## src/hw/rtl/ucfp_pkg.sv

```systemverilog
// Package for the serial command frame parser.
// Holds the parse phase type, the frame byte codes and the field widths.
// No dependencies; the parser top level and the testbench use it by scoped names.
package ucfp_pkg;

    localparam int BYTE_W  = 8;
    localparam int COUNT_W = 4;
    localparam int STORE_DEPTH = 8;
    localparam int SLOT_W  = 3;

    localparam logic [BYTE_W-1:0] PRE_V      = 8'h56;  // 'V'
    localparam logic [BYTE_W-1:0] PRE_Z      = 8'h5A;  // 'Z'
    localparam logic [BYTE_W-1:0] PRE_X      = 8'h58;  // 'X'
    localparam logic [BYTE_W-1:0] CMD_A      = 8'h41;  // 'A'
    localparam logic [BYTE_W-1:0] ASCII_ZERO = 8'h30;
    localparam logic [BYTE_W-1:0] XOR_SEED   = 8'h55;
    localparam logic [BYTE_W-1:0] ADDR_RESET = 8'd76;  // 'L'

    typedef enum logic [2:0] {
        PH_HUNT  = 3'd0,
        PH_PRE2  = 3'd1,
        PH_ADDR  = 3'd2,
        PH_CMD   = 3'd3,
        PH_COUNT = 3'd4,
        PH_PARAM = 3'd5
    } phase_t;

    typedef logic [BYTE_W-1:0] byte_t;

endpackage

```

## src/hw/rtl/uart_command_frame_parser.sv

```systemverilog
// Serial command frame parser: top level, frame state machine and result register.
// Depends on ucfp_pkg.
//
// Usage
//   rx channel (rx_valid/rx_ready/rx_byte): one received byte per beat.
//   out channel (out_valid/out_ready/...): one result beat per completed frame,
//   carrying command, param_count, the eight parameter slots, side_select and
//   check_xor. A frame is 'V' or 'Z', 'X', board address, command, ASCII count
//   digit, then that many parameter bytes. Bad preamble, address or count drops
//   the frame and the parser hunts for a preamble again.
//   cfg_wr_en/cfg_wr_data write board_address; write it only while idle.
// Throughput and result timing
//   One byte per cycle while rx_ready is high. The byte that completes a frame shows
//   its result in the cycle after acceptance, through the result register.
// Reset
//   rst_n clears the phase, the counters, the parameter store, the XOR, the
//   side selection and the output valid; board_address returns to 76 ('L').
// Stall
//   While a result waits, bytes that cannot complete a frame are still taken.
//   Only a byte that could complete a frame is held off until out_ready.
module uart_command_frame_parser #(
    parameter int MAX_PARAMS = 8
) (
    input  logic       clk,
    input  logic       rst_n,
    // configuration
    input  logic       cfg_wr_en,
    input  logic [7:0] cfg_wr_data,
    // byte input
    input  logic       rx_valid,
    output logic       rx_ready,
    input  logic [7:0] rx_byte,
    // frame result
    output logic       out_valid,
    input  logic       out_ready,
    output logic [7:0] command,
    output logic [3:0] param_count,
    output logic [7:0] param_0,
    output logic [7:0] param_1,
    output logic [7:0] param_2,
    output logic [7:0] param_3,
    output logic [7:0] param_4,
    output logic [7:0] param_5,
    output logic [7:0] param_6,
    output logic [7:0] param_7,
    output logic [7:0] side_select,
    output logic [7:0] check_xor
);

    // parser state
    ucfp_pkg::phase_t phase_reg, phase_next;
    logic [ucfp_pkg::COUNT_W-1:0] remaining_reg, remaining_next;
    logic [ucfp_pkg::SLOT_W-1:0]  slot_reg, slot_next;
    ucfp_pkg::byte_t command_reg, command_next;
    ucfp_pkg::byte_t store_reg [ucfp_pkg::STORE_DEPTH];
    ucfp_pkg::byte_t store_next [ucfp_pkg::STORE_DEPTH];
    logic [ucfp_pkg::COUNT_W-1:0] count_reg, count_next;
    ucfp_pkg::byte_t xor_reg, xor_next;
    ucfp_pkg::byte_t side_reg, side_next;
    ucfp_pkg::byte_t address_reg;

    // result register
    logic out_valid_reg, out_valid_next;
    ucfp_pkg::byte_t out_command_reg;
    logic [ucfp_pkg::COUNT_W-1:0] out_count_reg;
    ucfp_pkg::byte_t out_store_reg [ucfp_pkg::STORE_DEPTH];
    ucfp_pkg::byte_t out_side_reg;
    ucfp_pkg::byte_t out_xor_reg;

    logic rx_accept;
    logic emit;
    logic emit_possible;

    // A byte can only finish a frame as the count digit or the last parameter.
    assign emit_possible = (phase_reg == ucfp_pkg::PH_COUNT) ||
                           ((phase_reg == ucfp_pkg::PH_PARAM) &&
                            (remaining_reg == ucfp_pkg::COUNT_W'(1)));
    // Hold off only a byte that might need the result register while it is full.
    assign rx_ready  = !out_valid_reg || out_ready || !emit_possible;
    assign rx_accept = rx_valid && rx_ready;

    // Next-state logic: one step of the frame parser per accepted byte.
    always_comb
    begin
        ucfp_pkg::byte_t digit;
        phase_next     = phase_reg;
        remaining_next = remaining_reg;
        slot_next      = slot_reg;
        command_next   = command_reg;
        store_next     = store_reg;
        count_next     = count_reg;
        xor_next       = xor_reg;
        side_next      = side_reg;
        emit           = 1'b0;
        digit          = rx_byte - ucfp_pkg::ASCII_ZERO;
        if (rx_accept)
        begin
            case (phase_reg)
                ucfp_pkg::PH_HUNT:
                begin
                    if (rx_byte inside {ucfp_pkg::PRE_V, ucfp_pkg::PRE_Z})
                        phase_next = ucfp_pkg::PH_PRE2;
                end
                ucfp_pkg::PH_PRE2:
                begin
                    phase_next = (rx_byte == ucfp_pkg::PRE_X) ? ucfp_pkg::PH_ADDR
                                                              : ucfp_pkg::PH_HUNT;
                end
                ucfp_pkg::PH_ADDR:
                begin
                    phase_next = (rx_byte == address_reg) ? ucfp_pkg::PH_CMD
                                                          : ucfp_pkg::PH_HUNT;
                end
                ucfp_pkg::PH_CMD:
                begin
                    command_next = rx_byte;
                    xor_next     = ucfp_pkg::XOR_SEED ^ rx_byte;
                    phase_next   = ucfp_pkg::PH_COUNT;
                end
                ucfp_pkg::PH_COUNT:
                begin
                    if (digit > ucfp_pkg::BYTE_W'(MAX_PARAMS))
                    begin
                        // drop the frame on a bad count
                        phase_next = ucfp_pkg::PH_HUNT;
                    end
                    else
                    begin
                        xor_next   = xor_reg ^ rx_byte;
                        count_next = digit[ucfp_pkg::COUNT_W-1:0];
                        if (digit != '0)
                        begin
                            remaining_next = digit[ucfp_pkg::COUNT_W-1:0];
                            slot_next      = '0;
                            phase_next     = ucfp_pkg::PH_PARAM;
                        end
                        else
                        begin
                            phase_next = ucfp_pkg::PH_HUNT;
                            emit       = 1'b1;
                        end
                    end
                end
                ucfp_pkg::PH_PARAM:
                begin
                    store_next[slot_reg] = rx_byte;
                    xor_next       = xor_reg ^ rx_byte;
                    slot_next      = slot_reg + ucfp_pkg::SLOT_W'(1);
                    remaining_next = remaining_reg - ucfp_pkg::COUNT_W'(1);
                    if (remaining_reg == ucfp_pkg::COUNT_W'(1))
                    begin
                        if (command_reg != ucfp_pkg::CMD_A)
                            side_next = store_next[0] - ucfp_pkg::ASCII_ZERO;
                        phase_next = ucfp_pkg::PH_HUNT;
                        emit       = 1'b1;
                    end
                end
                default:
                begin
                    phase_next = ucfp_pkg::PH_HUNT;
                end
            endcase
        end

        // result valid: set on a completed frame, dropped when taken
        if (emit)
            out_valid_next = 1'b1;
        else if (out_ready)
            out_valid_next = 1'b0;
        else
            out_valid_next = out_valid_reg;
    end

    always_ff @(posedge clk or negedge rst_n)
    begin
        if (!rst_n)
        begin
            phase_reg     <= ucfp_pkg::PH_HUNT;
            remaining_reg <= '0;
            slot_reg      <= '0;
            command_reg   <= '0;
            store_reg     <= '{default: '0};
            count_reg     <= '0;
            xor_reg       <= '0;
            side_reg      <= '0;
            address_reg   <= ucfp_pkg::ADDR_RESET;
            out_valid_reg <= 1'b0;
        end
        else
        begin
            phase_reg     <= phase_next;
            remaining_reg <= remaining_next;
            slot_reg      <= slot_next;
            command_reg   <= command_next;
            store_reg     <= store_next;
            count_reg     <= count_next;
            xor_reg       <= xor_next;
            side_reg      <= side_next;
            out_valid_reg <= out_valid_next;
            if (cfg_wr_en)
                address_reg <= cfg_wr_data;
        end
    end

    // Capture a snapshot of the frame as it completes; hold it until taken.
    always_ff @(posedge clk)
    begin
        if (emit)
        begin
            out_command_reg <= command_next;
            out_count_reg   <= count_next;
            out_store_reg   <= store_next;
            out_side_reg    <= side_next;
            out_xor_reg     <= xor_next;
        end
    end

    assign out_valid   = out_valid_reg;
    assign command     = out_command_reg;
    assign param_count = out_count_reg;
    assign param_0     = out_store_reg[0];
    assign param_1     = out_store_reg[1];
    assign param_2     = out_store_reg[2];
    assign param_3     = out_store_reg[3];
    assign param_4     = out_store_reg[4];
    assign param_5     = out_store_reg[5];
    assign param_6     = out_store_reg[6];
    assign param_7     = out_store_reg[7];
    assign side_select = out_side_reg;
    assign check_xor   = out_xor_reg;

endmodule

```

## config.mk

```make
export PLATFORM = sky130hd
export DESIGN_NAME = uart_command_frame_parser
export DESIGN_NICKNAME = d
export VERILOG_FILES = /design/src/hw/rtl/ucfp_pkg.sv /design/src/hw/rtl/uart_command_frame_parser.sv
export SDC_FILE = /design/constraint.sdc
export NUM_CORES = 1
export LEC_CHECK = 0
export BUFFER_PORTS_ARGS = -buffer_cell sky130_fd_sc_hd__buf_2
export CORE_ASPECT_RATIO = 1.25
export CORE_MARGIN = 2
export CORE_UTILIZATION = 51
export CTS_BUF_LIST = sky130_fd_sc_hd__clkbuf_16
export CTS_CLUSTER_DIAMETER = 50
export DETAILED_ROUTE_END_ITERATION = 7
export PLACE_DENSITY = 0.75
export SLEW_MARGIN = 20
export SYNTH_ARGS = -nofsm -noshare
export SYNTH_HDL_FRONTEND = slang
export SYNTH_SLANG_ARGS = --single-unit
export TNS_END_PERCENT = 50
```

## constraint.sdc

```tcl
create_clock -name clk -period 6.65 [get_ports clk]
set_clock_uncertainty 0.05 [all_clocks]
set_input_delay 0.3325 -clock clk [delete_from_list [all_inputs] [get_ports clk]]
set_output_delay 0.3325 -clock clk [all_outputs]
set_load 0.02 [all_outputs]
```

==> flow_summary_export.csv <==
group,metric,value,unit
run_status,outcome,"finished, final reports clean",
critical_path,reg2reg_slack,2770,ps
die,die_area,16800,µm²
clocking,cts_tree,"done",
clocking,cts_repair_resize_count,0,
power_and_ir_drop,power,2.50,mW
critical_path,worstPathMaxFanout,64,
final_layout,drive_above_1_share,41.4,%
clocking,cts-root-buf,"clkbuf_16",
synthesis,ys.flop_type,"dfrtp_1",
sta,worst_pin_slew,1030,ps
detailed_routing,routed_wl,16.6,mm
critical_path,cp.arrival,3940,ps
grt,groute.usage.overall,20.0,%
place,numPortBuffers,114,
grt,grt_pass1_wl,25.6,mm
worst_hold_path,holdCritStartpoint,"cfg_wr_data[0]",
sta,fin_crit,3880,ps
synthesis,synthesis.instances,502,
grt,antenna_found_initial,0,
detailed_routing,wl_per_cell,19.8,µm
grt,grt_pass1_vias,4783,
place,gp_congestion,0.860,
synthesis,yosys.area.top_type,"edfxtp_1",
grt,overflow,0,
detailed_routing,ant_nets,0,
clocking,clkLatencyLatePin,490,ps
detailed_routing,via_per_inst,5.45,
power_and_ir_drop,ir_worst_vdd,0.000266,V
critical_path,critPathSlowestCell,"a21oi_4",
clocking,ctsLongestPathBuffers,3,
synthesis,ys_ff_latch,203,
die,die_x,116,µm
synthesis,synth_edf_count,92,
place,dp_hpwl,10.6,mm
worst_hold_path,hold_class,"in -> reg",
final_layout,syn_to_final_growth,16.7,%
critical_path,worstPathCellList,"inv_4 > nor3b_2 > nand2_1 > a21oi_4 > buf_4",
sta,period_share,58.3,%
synthesis,ys_seq_area_share,69.1,%
synthesis,avgSynthCellArea,16.0,µm²
worst_hold_path,min_path_cells,2,
final_layout,antenna_cells,0,
critical_path,startpoint_type,"flip-flop",
grt,grt_max_degree,72,
die,coreArea,15500,µm²
final_layout,regArea,5540,µm²
worst_hold_path,hold_end,"address_reg[0]",
critical_path,r2r_cells,5,
critical_path,reg2reg_from,"phase_reg[0]",
sta,slew_viol_final,0,
synthesis,yosysWarnings,0,
final_layout,largest_reg_flops,64,
power_and_ir_drop,p_leak,4.00,nW
sta,max_freq,0.258,GHz
critical_path,crit_path_max_incr_delay,850,ps
detailed_routing,drt_iter0_drc,388,
die,start_util,51.7,%
critical_path,timing.rr.end,"command[1]",
synthesis,synthTopCellsByArea,"edfxtp_1 34%, dfrtp_1 34%, mux2_2 13%",
synthesis,synth_fp_nets,527,
sta,rsz0062_at_grt,"no",
final_layout,nets,641,
detailed_routing,drc,0,
synthesis,synth_top_area_share,34.4,%
critical_path,critical_path_required,6710,ps
critical_path,critPathKind,"reg -> reg",
critical_path,endpoint_kind,"flip-flop",
die,boundaryPins,115,
clocking,cts_setup_buffers,0,
sta,final_hold_viol_count,0,
critical_path,cp_num_cells,5,
power_and_ir_drop,powerDensity,267,nW/µm²
die,rows,51,
final_layout,fill_cells,1176,
detailed_routing,num_vias,4593,
clocking,htree_levels,1,
sta,relSlewSlack,31.0,%
synthesis,async_flop_share,54.7,%
synthesis,netlist_area,8020,µm²
run,cap_violations,0,
sta,finalSetupViolCount,0,
clocking,cts_buffers,21,
die,die_h,144,µm
sta,finalSetupTns,0,ps
detailed_routing,firstDrtPassIters,5,
critical_path,worst-path-buf-inv,2,
critical_path,path_delay_family,"buffers and inverters",
clocking,clkTransAtPathRegs,60,ps
final_layout,multi_input_area,2300,µm²
clocking,cts_sinks,203,
synthesis,yosys.cell_types.count,57,
[worst register-to-register path: stages (launching register included)]
cell,delay [ps]
dfrtp_1,770
inv_4,130
nor3b_2,620
nand2_1,220
a21oi_4,850
buf_4,800
[synthesized netlist by cell type, drive strengths merged, types with 6 or more instances]
cell type and count:
nand2 13, nor3 7, nor4 6, clkbuf 14
nor2 12, xor2 10, nand3 10, nand2b 6
edfxtp 92, xnor2 6, inv 12, mux2 95
dfrtp 108, o21ai 19, buf 13, a21oi 14
[final cells by class]
class / instances / area share [%]
well taps: 212 / 2.83
inverters: 12 / 0.508
repair buffers: 118 / 6.47
multi-input cells: 260 / 24.6
clock buffers: 21 / 5.61
flip-flops and latches: 203 / 59.2
clock inverters: 16 / 0.802
[how the worst max path moves through the flow]
stage / start / to / slack [ps]
global route: phase_reg[0] / param_count[2] / 2490
global placement: phase_reg[0] / command[1] / 3010
CTS: phase_reg[0] / param_count[1] / 2740
finish: phase_reg[0] / command[1] / 2770
floorplan: remaining_reg[0] / out_valid / 370
detailed placement: phase_reg[0] / command[1] / 2780
[report_power, final]
group | switching (mW) | internal [mW] | leakage (nW)
Sequential | 0.0286 | 1.33 | 2.33
Clock | 0.454 | 0.572 | 0.324
Combinational | 0.0735 | 0.0441 | 1.34
[cell families after synthesis]
family / count (synthesis) / synth area share (%)
compound gates: 66 / 6.08
xor+xnor: 16 / 1.75
fa+ha+maj: 4 / 0.624
buf+inv: 39 / 2.35
flops: 203 / 69.1
mux: 100 / 14.0
simple gates: 74 / 6.14
[routing by layer]
| layer | up-vias | GRT usage (%) | part of all wire (%) |
|---|---|---|---|
| li1 | 2089 | - | - |
| met1 | 2352 | 27.2 | 43 |
| met2 | 130 | 33.6 | 51 |
| met3 | 22 | 3.23 | 4.8 |
| met4 | 0 | 5.64 | 1.8 |
| met5 | - | 0 | 0 |
[cell usage in the layout (no fill, tap or decap), types with 5 or more instances in the layout]
cell	instances
xnor2_1	6
nor3_1	6
nand2b_1	6
mux2i_1	5
xor2_1	10
clkbuf_16	21
buf_2	113
edfxtp_1	92
a21oi_1	13
nand2_1	13
dfrtp_1	108
o21ai_0	14
a32oi_1	5
inv_1	20
o211ai_1	5
nor2_1	9
mux2_2	92
nand3_1	9
[what timing repair did]
| item | in CTS | in global routing |
|---|---|---|
| hold buffers | 1 | 0 |
| setup endpoints to repair | 0 | 0 |
| hold endpoints to repair | 40 | 0 |
[through the flow]
stage	cell area [µm²]	hold WS, ps	setup WS, ps	util [%]	std cells
floorplan	8020	-13.1	374	-	502
global placement	8750	284	3010	56.5	804
detailed placement	8750	295	2780	56.5	804
CTS	9370	9.42	2740	60.4	842
global route	9370	21.3	2490	60.4	842
finish	9370	22.3	2770	60.4	842
Power figures use the tool's default switching activity.
